## src/sv/gsa_pkg.sv

```systemverilog
`default_nettype none

package gsa_pkg;

    localparam int MODE_W   = 3;
    localparam int STATUS_W = 2;
    localparam int INDEX_W  = 6;
    localparam int HGEN_W   = 16;

    localparam logic [MODE_W-1:0] MODE_ACQUIRE = 3'd0;
    localparam logic [MODE_W-1:0] MODE_RELEASE = 3'd1;
    localparam logic [MODE_W-1:0] MODE_PAUSE   = 3'd2;
    localparam logic [MODE_W-1:0] MODE_RESUME  = 3'd3;
    localparam logic [MODE_W-1:0] MODE_QUERY   = 3'd4;

    localparam logic [STATUS_W-1:0] STATUS_OK        = 2'd0;
    localparam logic [STATUS_W-1:0] STATUS_INVALID   = 2'd1;
    localparam logic [STATUS_W-1:0] STATUS_POOL_FULL = 2'd2;

    typedef struct packed {
        logic [MODE_W-1:0]  mode;
        logic [INDEX_W-1:0] slot_index;
        logic [HGEN_W-1:0]  handle_generation;
    } req_t;

    typedef struct packed {
        logic [STATUS_W-1:0] status;
        logic [INDEX_W-1:0]  out_index;
        logic [HGEN_W-1:0]   out_generation;
        logic                is_paused;
    } rsp_t;

endpackage

`default_nettype wire

```

## src/sv/gsa_ram.sv

```systemverilog
`default_nettype none

module gsa_ram #(
    parameter int WIDTH  = 8,
    parameter int DEPTH  = 64,
    parameter int ADDR_W = $clog2(DEPTH)
) (
    input  wire logic              clk,
    input  wire logic              we,
    input  wire logic [ADDR_W-1:0] waddr,
    input  wire logic [WIDTH-1:0]  wdata,
    input  wire logic [ADDR_W-1:0] raddr,
    output logic      [WIDTH-1:0]  rdata
);

    logic [WIDTH-1:0] mem_reg [DEPTH];
    logic [WIDTH-1:0] rdata_reg;

    always_ff @(posedge clk)
    begin
        if (we)
        begin
            mem_reg[waddr] <= wdata;
        end
        rdata_reg <= mem_reg[raddr];
    end

    assign rdata = rdata_reg;

endmodule

`default_nettype wire

```

## src/sv/generational_slot_allocator.sv

```systemverilog
// Generational slot allocator: a pool of NUM_SLOTS slots reached through
// handles made of a slot index and a generation.
// Request channel (req_valid / req_stall / req): one transaction carries an
// operation (acquire, release, pause, resume, query) and a handle.
// Response channel (rsp_valid / rsp_stall / rsp): exactly one transaction
// per request, in order: status, slot index, generation, paused mark.
// A request is registered on acceptance and its response in the execute
// step; an acquire served from the free stack first passes a stack step,
// since the stack memory read must return the index before the slot memory
// can be read. The slot memory read-modify-write allows one request at a time.
// req_stall is high while a request is in progress. A stalled response is
// held in the output register; the next request is accepted meanwhile and
// completes once that response has been taken.
// Reset clears all slot state at once: an entry at or above the count of
// slots ever handed out reads as zero, so no clearing pass is needed.
`default_nettype none

module generational_slot_allocator #(
    parameter int NUM_SLOTS = 64,
    parameter int GEN_BITS  = 16
) (
    input  wire logic          clk,
    input  wire logic          rst_n,
    input  wire logic          req_valid,
    output logic               req_stall,
    input  wire gsa_pkg::req_t req,
    output logic               rsp_valid,
    input  wire logic          rsp_stall,
    output gsa_pkg::rsp_t      rsp
);

    localparam int IDX_W = $clog2(NUM_SLOTS);
    localparam int CNT_W = $clog2(NUM_SLOTS + 1);
    localparam int ENT_W = GEN_BITS + 2;

    localparam logic [CNT_W-1:0] CNT_FULL = CNT_W'(NUM_SLOTS);

    localparam logic [1:0] ST_IDLE  = 2'd0;
    localparam logic [1:0] ST_STACK = 2'd1;
    localparam logic [1:0] ST_EXEC  = 2'd2;

    logic [1:0] state_reg, state_next;

    logic [gsa_pkg::MODE_W-1:0]  mode_reg;
    logic [gsa_pkg::INDEX_W-1:0] idx_reg;
    logic [gsa_pkg::HGEN_W-1:0]  hgen_reg;
    logic                        inrange_reg;
    logic [IDX_W-1:0]            sel_reg;

    logic [CNT_W-1:0] free_count_reg, free_count_next;
    logic [CNT_W-1:0] used_count_reg, used_count_next;

    logic          rsp_valid_reg, rsp_valid_next;
    gsa_pkg::rsp_t rsp_reg, rsp_next;

    logic             slot_we;
    logic [IDX_W-1:0] slot_waddr, slot_raddr;
    logic [ENT_W-1:0] slot_wdata, slot_rdata;

    logic             stk_we;
    logic [IDX_W-1:0] stk_waddr, stk_raddr, stk_wdata, stk_rdata;

    logic                accept, exec_go, pop_sel;
    logic [IDX_W-1:0]    req_addr;
    logic                req_inrange;
    logic                slot_ok, hit;
    logic [ENT_W-1:0]    ent;
    logic                ent_act, ent_pz;
    logic [GEN_BITS-1:0] ent_gen, new_gen;
    gsa_pkg::rsp_t       res;
    logic                wr_slot, do_pop, do_fresh, do_push;
    logic [ENT_W-1:0]    wr_ent;

    gsa_ram #(
        .WIDTH (ENT_W),
        .DEPTH (NUM_SLOTS)
    ) u_slot_ram (
        .clk   (clk),
        .we    (slot_we),
        .waddr (slot_waddr),
        .wdata (slot_wdata),
        .raddr (slot_raddr),
        .rdata (slot_rdata)
    );

    gsa_ram #(
        .WIDTH (IDX_W),
        .DEPTH (NUM_SLOTS)
    ) u_stack_ram (
        .clk   (clk),
        .we    (stk_we),
        .waddr (stk_waddr),
        .wdata (stk_wdata),
        .raddr (stk_raddr),
        .rdata (stk_rdata)
    );

    assign req_stall   = (state_reg != ST_IDLE);
    assign accept      = req_valid && (state_reg == ST_IDLE);
    assign exec_go     = (state_reg == ST_EXEC) && (!rsp_valid_reg || !rsp_stall);
    assign req_addr    = IDX_W'(req.slot_index);
    assign req_inrange = 32'(req.slot_index) < NUM_SLOTS;
    assign pop_sel     = (req.mode == gsa_pkg::MODE_ACQUIRE) && (free_count_reg != '0);

    assign stk_raddr  = IDX_W'(free_count_reg - CNT_W'(1));
    assign slot_raddr = (state_reg == ST_STACK) ? stk_rdata :
                        (state_reg == ST_EXEC) ? sel_reg :
                        (req.mode == gsa_pkg::MODE_ACQUIRE) ? IDX_W'(used_count_reg) :
                        req_addr;

    // entries never handed out since reset read as zero
    assign slot_ok = CNT_W'(sel_reg) < used_count_reg;
    assign ent     = slot_ok ? slot_rdata : '0;
    assign ent_act = ent[ENT_W-1];
    assign ent_pz  = ent[ENT_W-2];
    assign ent_gen = ent[GEN_BITS-1:0];
    assign new_gen = ent_gen + GEN_BITS'(1);
    assign hit     = inrange_reg && ent_act && (32'(ent_gen) == 32'(hgen_reg));

    always_comb
    begin
        res.status         = gsa_pkg::STATUS_INVALID;
        res.out_index      = idx_reg;
        res.out_generation = '0;
        res.is_paused      = 1'b0;
        wr_slot            = 1'b0;
        wr_ent             = ent;
        do_pop             = 1'b0;
        do_fresh           = 1'b0;
        do_push            = 1'b0;

        unique case (mode_reg)
            gsa_pkg::MODE_ACQUIRE:
            begin
                if ((free_count_reg != '0) || (used_count_reg != CNT_FULL))
                begin
                    res.status         = gsa_pkg::STATUS_OK;
                    res.out_index      = gsa_pkg::INDEX_W'(sel_reg);
                    res.out_generation = gsa_pkg::HGEN_W'(ent_gen);
                    wr_slot            = 1'b1;
                    wr_ent             = {1'b1, 1'b0, ent_gen};
                    do_pop             = (free_count_reg != '0);
                    do_fresh           = (free_count_reg == '0);
                end
                else
                begin
                    res.status    = gsa_pkg::STATUS_POOL_FULL;
                    res.out_index = '0;
                end
            end
            gsa_pkg::MODE_RELEASE, gsa_pkg::MODE_PAUSE,
            gsa_pkg::MODE_RESUME, gsa_pkg::MODE_QUERY:
            begin
                res.out_generation = inrange_reg ? gsa_pkg::HGEN_W'(ent_gen) : '0;
                if (hit)
                begin
                    res.status    = gsa_pkg::STATUS_OK;
                    res.is_paused = ent_pz;
                    if (mode_reg == gsa_pkg::MODE_RELEASE)
                    begin
                        res.out_generation = gsa_pkg::HGEN_W'(new_gen);
                        res.is_paused      = 1'b0;
                        wr_slot            = 1'b1;
                        wr_ent             = {1'b0, 1'b0, new_gen};
                        do_push            = (free_count_reg != CNT_FULL);
                    end
                    else if (mode_reg == gsa_pkg::MODE_PAUSE)
                    begin
                        res.is_paused = 1'b1;
                        wr_slot       = 1'b1;
                        wr_ent        = {ent_act, 1'b1, ent_gen};
                    end
                    else if (mode_reg == gsa_pkg::MODE_RESUME)
                    begin
                        res.is_paused = 1'b0;
                        wr_slot       = 1'b1;
                        wr_ent        = {ent_act, 1'b0, ent_gen};
                    end
                end
            end
            default:
            begin
                res.status = gsa_pkg::STATUS_INVALID;
            end
        endcase
    end

    assign slot_we    = exec_go && wr_slot;
    assign slot_waddr = sel_reg;
    assign slot_wdata = wr_ent;
    assign stk_we     = exec_go && do_push;
    assign stk_waddr  = IDX_W'(free_count_reg);
    assign stk_wdata  = sel_reg;

    always_comb
    begin
        state_next      = state_reg;
        free_count_next = free_count_reg;
        used_count_next = used_count_reg;
        rsp_valid_next  = rsp_valid_reg && rsp_stall;
        rsp_next        = rsp_reg;

        unique case (state_reg)
            ST_IDLE:
            begin
                if (accept)
                begin
                    state_next = pop_sel ? ST_STACK : ST_EXEC;
                end
            end
            ST_STACK:
            begin
                state_next = ST_EXEC;
            end
            ST_EXEC:
            begin
                if (exec_go)
                begin
                    state_next     = ST_IDLE;
                    rsp_valid_next = 1'b1;
                    rsp_next       = res;
                    if (do_pop)
                    begin
                        free_count_next = free_count_reg - CNT_W'(1);
                    end
                    if (do_push)
                    begin
                        free_count_next = free_count_reg + CNT_W'(1);
                    end
                    if (do_fresh)
                    begin
                        used_count_next = used_count_reg + CNT_W'(1);
                    end
                end
            end
            default:
            begin
                state_next = ST_IDLE;
            end
        endcase
    end

    always_ff @(posedge clk or negedge rst_n)
    begin
        if (!rst_n)
        begin
            state_reg      <= ST_IDLE;
            free_count_reg <= '0;
            used_count_reg <= '0;
            rsp_valid_reg  <= 1'b0;
        end
        else
        begin
            state_reg      <= state_next;
            free_count_reg <= free_count_next;
            used_count_reg <= used_count_next;
            rsp_valid_reg  <= rsp_valid_next;
        end
    end

    always_ff @(posedge clk)
    begin
        rsp_reg <= rsp_next;
        if (accept)
        begin
            mode_reg    <= req.mode;
            idx_reg     <= req.slot_index;
            hgen_reg    <= req.handle_generation;
            inrange_reg <= req_inrange;
            sel_reg     <= (req.mode == gsa_pkg::MODE_ACQUIRE) ? IDX_W'(used_count_reg) :
                           req_addr;
        end
        else if (state_reg == ST_STACK)
        begin
            sel_reg <= stk_rdata;
        end
    end

    assign rsp_valid = rsp_valid_reg;
    assign rsp       = rsp_reg;

    a_free_within_used: assert property (@(posedge clk) disable iff (!rst_n)
        free_count_reg <= used_count_reg)
        else $error("free stack holds more slots than were ever handed out");

    a_rsp_from_exec: assert property (@(posedge clk) disable iff (!rst_n)
        $rose(rsp_valid_reg) |-> $past(state_reg) == ST_EXEC)
        else $error("response raised outside the execute step");

    a_full_means_exhausted: assert property (@(posedge clk) disable iff (!rst_n)
        exec_go && (res.status == gsa_pkg::STATUS_POOL_FULL)
        |-> (free_count_reg == '0) && (used_count_reg == CNT_FULL))
        else $error("pool full reported while slots remain");

endmodule

`default_nettype wire
```

## config.mk

```make
export PLATFORM = sky130hd
export DESIGN_NAME = generational_slot_allocator
export DESIGN_NICKNAME = d
export VERILOG_FILES = /design/src/sv/gsa_pkg.sv /design/src/sv/gsa_ram.sv /design/src/sv/generational_slot_allocator.sv
export SDC_FILE = /design/constraint.sdc
export NUM_CORES = 2
export LEC_CHECK = 0
export BUFFER_PORTS_ARGS = -buffer_cell sky130_fd_sc_hd__buf_4
export CORE_UTILIZATION = 60
export DETAILED_ROUTE_END_ITERATION = 16
export PLACE_DENSITY_LB_ADDON = 0.3
export SETUP_SLACK_MARGIN = 0.4
export SYNTH_ARGS = -nofsm -noshare
export SYNTH_HDL_FRONTEND = slang
export SYNTH_SLANG_ARGS = --single-unit
```

## constraint.sdc

```tcl
create_clock -name clk -period 14.5 [get_ports clk]
set_clock_uncertainty 0.1 [all_clocks]
set_input_delay 1.45 -clock clk [delete_from_list [all_inputs] [get_ports clk]]
set_output_delay 1.45 -clock clk [all_outputs]
set_load 0.1 [all_outputs]
```

* Word-level counts from Yosys, hierarchy flattened
Memory sizes are Yosys's and may differ from the RTL's. A register that Yosys moved wholly into a read port is not among the register bits.
Index checks and enable logic that the tools add are counted.
** Cells by class
- Bitwise operators :: 2
- $add $sub $neg :: 4
- Mux-type cells :: 48
- Magnitude comparators :: 1
- Reduce and logical (&&, ||, !) cells :: 25
- Equal/unequal tests :: 11
** Operator list (count)
- two-way mux 18 bit :: 4
- two-way mux 17 bit :: 3
- two-way mux 6 bit :: 6
- one-hot mux 18 bit (2 select lines) :: 1
- two-way mux 16 bit :: 2
- one-hot mux 16 bit (2 select lines) :: 1
- two-way mux 1 bit :: 22
- adder 16 x 1 -> 16 bit (second input constant) :: 1
- equality test 16 bit :: 1
- adder 7 x 1 -> 7 bit (second input constant) :: 2
- two-way mux 7 bit :: 2
- != test 7 bit (second input constant) :: 2
- two-way mux 8 bit :: 1
- logical AND 1 bit :: 7
- zero test 7 bit :: 1
- less-than comparator 6 x 7 -> 1 bit :: 1
- nonzero test 7 bit :: 1
- subtractor 7 x 1 -> 7 bit (second input constant) :: 1
- equality test 3 x 2 -> 1 bit (second input constant) :: 2
- zero test 3 bit :: 2
- two-way mux 2 bit :: 3
- one-hot mux 2 bit (3 select lines) :: 1
- AND reduction 3 bit :: 2
- nonzero test 2 bit :: 3
- 14 further kinds :: 19
** Storage, ports and cells
- Memory bits (writable) :: 1536
- Word-level logic and storage cells :: 105
- Input bits :: 29
- Output and inout port bits :: 27
- Memories :: 2
- Register bits after elaboration :: 73
** Memories
- u_slot_ram.mem_reg :: depth 64, width 18, read ports 1, clocked after Yosys merged registers in 1, wr ports 1, line gsa_ram.sv:16 : logic [WIDTH-1:0] mem_reg [DEPTH];
- u_stack_ram.mem_reg :: depth 64, width 6, read ports 1, clocked after Yosys merged registers in 1, wr ports 1, line gsa_ram.sv:16

* Logic depth before layout (Yosys ltp)
- Depth after elaboration :: 9
- Gate-level depth with buffers :: 17
- Gate-level depth less buffers :: 15

* Cells and area by module
From an unflattened synthesis, not the netlist that was laid out.
** Second synthesis, totals
- Cell total of the unflattened synthesis :: 3131
- Area, all modules :: 64239.1 um2
** Modules (own cells, without submodules)
- gsa_ram at u_slot_ram :: sequential area each 34953.5 um2, area an instance 44621.5 um2, cells an instance 1957, times used 1
- gsa_ram at u_stack_ram :: sequential area each 11651.2 um2, area an instance 15225.9 um2, cells an instance 720, times used 1
- generational_slot_allocator :: sequential area each 2107.0 um2, area an instance 4391.7 um2, cells an instance 454, times used 1

* Worst setup path before layout
OpenSTA, ideal clock, no wires.
- Kind :: reg-to-reg
- Start :: register sel_reg[4]
- End :: memory u_slot_ram.mem_reg[0][15] in the netlist's numbering (data pin)
- Required time :: 13.494 ns
- Stages on the path, launching flop included :: 10
- Setup slack :: 6.455 ns
- Path buffers :: 1
- Setup time :: 0.906 ns
- Clock period less this slack :: 8.045 ns
- Arrival :: 7.039 ns
- Cells stage by stage :: edfxtp_1 ha_1 a21o_1 a21oi_1 o221ai_1 a221oi_2 nand2_1 or2_2 clkbuf_1 o41ai_1
** On the way
- Word-level cells in the longest chain between the ends :: 7
- Elaborated cells between the ends (all ways) :: 11
- Those cells by class :: 1 x add/sub; 1 x order compare; 1 x eq/ne; 7 x mux; 1 x reduce/logical
** Ends and longest elaborated chain
- start: declaration :: line generational_slot_allocator.sv:48 : logic [IDX_W-1:0] sel_reg;
- start signal: assignment :: line generational_slot_allocator.sv:270 : sel_reg <= (req.mode == gsa_pkg::MODE_ACQUIRE) ? IDX_W'(used_count_reg) :
- start signal: assignment :: line generational_slot_allocator.sv:275 : sel_reg <= stk_rdata;
- less-than comparator 6 x 7 -> 1 bit * :: line generational_slot_allocator.sv:112 : assign slot_ok = CNT_W'(sel_reg) < used_count_reg;
- two-way mux 18 bit * :: line generational_slot_allocator.sv:113 : assign ent = slot_ok ? slot_rdata : '0;
- branches (longest 4 deep; another with adder 16 x 1 -> 16 bit)
- one-hot mux 18 bit (2 select lines) * :: line generational_slot_allocator.sv:132 : unique case (mode_reg)
- via slot_wdata[15] :: line generational_slot_allocator.sv:58 : logic [ENT_W-1:0] slot_wdata, slot_rdata;
- end: declaration :: line gsa_ram.sv:16
Mark *: on every way through the listed nets, which the timed path passes.

* Worst setup path in the final report
- Start :: input port req[23] in the netlist's numbering
- End :: register u_slot_ram.rdata_reg[1] (netlist: u_slot_ram.rdata[1]), read port of u_slot_ram.mem_reg
** On the way
- Word-level cells in the longest chain between the ends :: 4
** Ends and longest elaborated chain
- start: declaration :: line generational_slot_allocator.sv:26 : input wire gsa_pkg::req_t req,
- zero test 3 bit :: line generational_slot_allocator.sv:108 : (req.mode == gsa_pkg::MODE_ACQUIRE) ? IDX_W'(used_count_reg) :
- two-way mux 6 bit :: line generational_slot_allocator.sv:108
- two-way mux 6 bit :: line generational_slot_allocator.sv:107 : (state_reg == ST_EXEC) ? sel_reg :
- two-way mux 6 bit :: line generational_slot_allocator.sv:106 : assign slot_raddr = (state_reg == ST_STACK) ? stk_rdata :
- end: declaration :: line gsa_ram.sv:17 : logic [WIDTH-1:0] rdata_reg;
No other way between the ends.
A chain may end at the register's enable or synchronous reset.

==> results.cfg <==
[sta]
timing.final.crit_share_pct = 45.32
setup_slack_ns = 7.928
setup_viol = 0
min_period_ns = 6.572
hold_viol_final = 0
slew_headroom_pct = -7.660
fmax_mhz = 152.2
final-max-slew-violation-count = 2
worst_slew_pin_slew_ns = 1.600
setup_tns_ns = 0
rsz0062_at_grt = false

[worst_hold_path]
hold_class = reg -> reg

[route]
totalWireLength_um = 171500
wl_met1_um = 64760
drt-initial-drc-count = 5964
via_per_inst = 6.879
antenna_left = 0
route.detailed.drc = 0
route.met2.wl_um = 76600
num_vias = 38721
wl_per_cell_um = 30.46
met3WireLength_um = 22620
top_layer = met5
first_pass_iters = 8

[synthesis]
netlist_area_um2 = 65340
synth_common_cells = edfxtp_1, nand2_1, mux2i_1
synthFlopType = edfxtp_1
synth_area_leaders = edfxtp_1, mux4_2, mux2i_1
synth_edf_count = 1592
async_reset_ff_share_pct = 1.041
synth.most_common_cell = edfxtp_1
seq_area_frac_synth_pct = 74.55
syn_inst = 4030
avgSynthCellArea_um2 = 16.21
synth_top_area_share_pct = 73.16
yosys.area.top_type = edfxtp_1
ys.warnings.count = 0
ys_types = 74
synthesis.nets = 4070
ys_seq_elements = 1633

[clocking]
cts_tree = done
root_buffer = clkbuf_16
ctsLongestPathBuffers = 3
post-cts-setup-buffers = 0
clk_latency_ns = 0.78
clk_pin_slew_ns = 0.06
numCtsBuffers = 159
cts_hold_buf = 0
h-tree-depth = 4
clock-sinks = 1633
cts_resized = 0

[critical_path]
crit_arrival_ns = 7.06
worst_path_most_repeated_cell = buf_4
cpPeakStageDelay_ns = 1.02
path_class = in -> reg
required_ns = 14.98
crit_path_start_kind = primary input
cp_max_fo = 65
cp-end-kind = register
slowest_stage = nor4_1
critPathTopFamily = simple AND/OR/NAND/NOR gates
cp_num_buf_inv = 3
cp_cell_sequence = buf_4 -> o31ai_1 -> o2111ai_4 -> nand2_4 -> buf_4 -> buf_4 -> mux2i_1 -> a221o_1 -> a311oi_1 -> nor4_1 -> nor4_1

[die]
pin_count = 56
initial_core_util_pct = 60.78
die_h_um = 332
dieArea_um2 = 110200
coreArea_um2 = 107500
die_w_um = 332
num_rows = 120

[pwr]
ir_drop_v = 0.0001633
p_leak_uw = 0.02412
p_per_area_nw_per_um2 = 192.1
p_total_uw = 14050

[place]
place_ws_ns = 7.444
gp_congestion = 0.8788
port_buffers = 55
place_hpwl_um = 97400

[cells_and_area]
layout.area.seq_um2 = 48720
largest_reg_flops = 1152
drive_gt1_share_pct = 15.10
insertedDiodeCount = 0
n_fill_cell = 6778
multi_input_area_um2 = 15920
areaGrowthSynthToFinish_pct = 11.95
nets = 4138

[run_status]
violations = max-capacitance violations, max-slew violations
outcome = finished, violations left

[grt]
antenna_found_initial = 5
grt_max_degree = 150
grt_overflow = 0
grt_pass1_vias = 36992
gr-usage-all-layers_pct = 30.95
grt_pass1_wl_um = 248100

[job]
maxCapViolCount = 1
==> tightest hold or removal path, cell delays in order (launching register included) <==
cell	delay (ns)
edfxtp_1	0.32
nand2_1	0.05
nand2_1	0.05
==> per-stage QoR <==
step,util (%),cell area [um^2],std cells,hold slack (ns)
finish,68.04,73150,5629,0.4137
global route,68.04,73150,5629,0.4362
floorplan,-,65340,4030,0.3793
CTS,68.04,73140,5629,0.4100
detailed placement,63.12,67860,5340,0.3996
global placement,63.02,67750,5332,0.3925
==> metal layers <==
layer  vias up  GRT usage [%]
met5         -         0.3908
met4         9          13.08
met3       439          8.647
met2      2714          45.37
met1     19382          43.98
li1      16177              -
==> layout by cell type (no fill, tap or decap), types with 71 or more instances in the layout <==
master and n:
a211oi_1 93, nand2_1 484, nor2_1 179, clkbuf_16 163, mux4_2 126, mux2i_1 256, a21oi_1 131, a221o_1 108
buf_4 171, and3_1 118, nand3_1 71, edfxtp_1 1592
==> final timing paths <==
path | start | end | slack (ns) | cells after the start
max reg2reg | used_count_reg[4] | u_slot_ram.mem_reg[55][12] | 8.09 | 10
max | req[23] | u_slot_ram.rdata[1] | 7.93 | 11
min in group asynchronous | rst_n | free_count_reg[3] | 0.45 | 1
max in group asynchronous | rst_n | free_count_reg[0] | 13.63 | 1
min reg2reg | idx_reg[2] | rsp[19] | 0.41 | 2
min | idx_reg[2] | rsp[19] | 0.41 | 2
==> power breakdown <==
part           switching [uW]  internal [uW]  leakage, uW
Sequential                174           5780       0.0149
Clock                    1750           2450      0.00258
Combinational            2730           1160      0.00664
Total                    4660           9400       0.0241
==> cells by family (layout without fill, tap and decap cells) <==
family | after synthesis | count (layout) | share of synthesized area (%)
mux | 386 | 386 | 8.330
buf+inv | 291 | 487 | 1.875
fa+ha+maj | 11 | 11 | 0.2106
flops | 1633 | 1633 | 74.55
simple gates | 1053 | 1053 | 7.292
xor+xnor | 33 | 33 | 0.4423
compound gates | 623 | 623 | 7.300
==> layout make-up <==
class                      instances  area share [%]
tap                             1403           2.400
inverter                          21          0.1078
multi-input combinational       2106           21.77
clock buffer                     195           5.781
timing repair buffer             177           1.899
sequential                      1633           66.60
clock inverter                    94           1.447
Note: power is estimated with default switching activity, not from simulation.
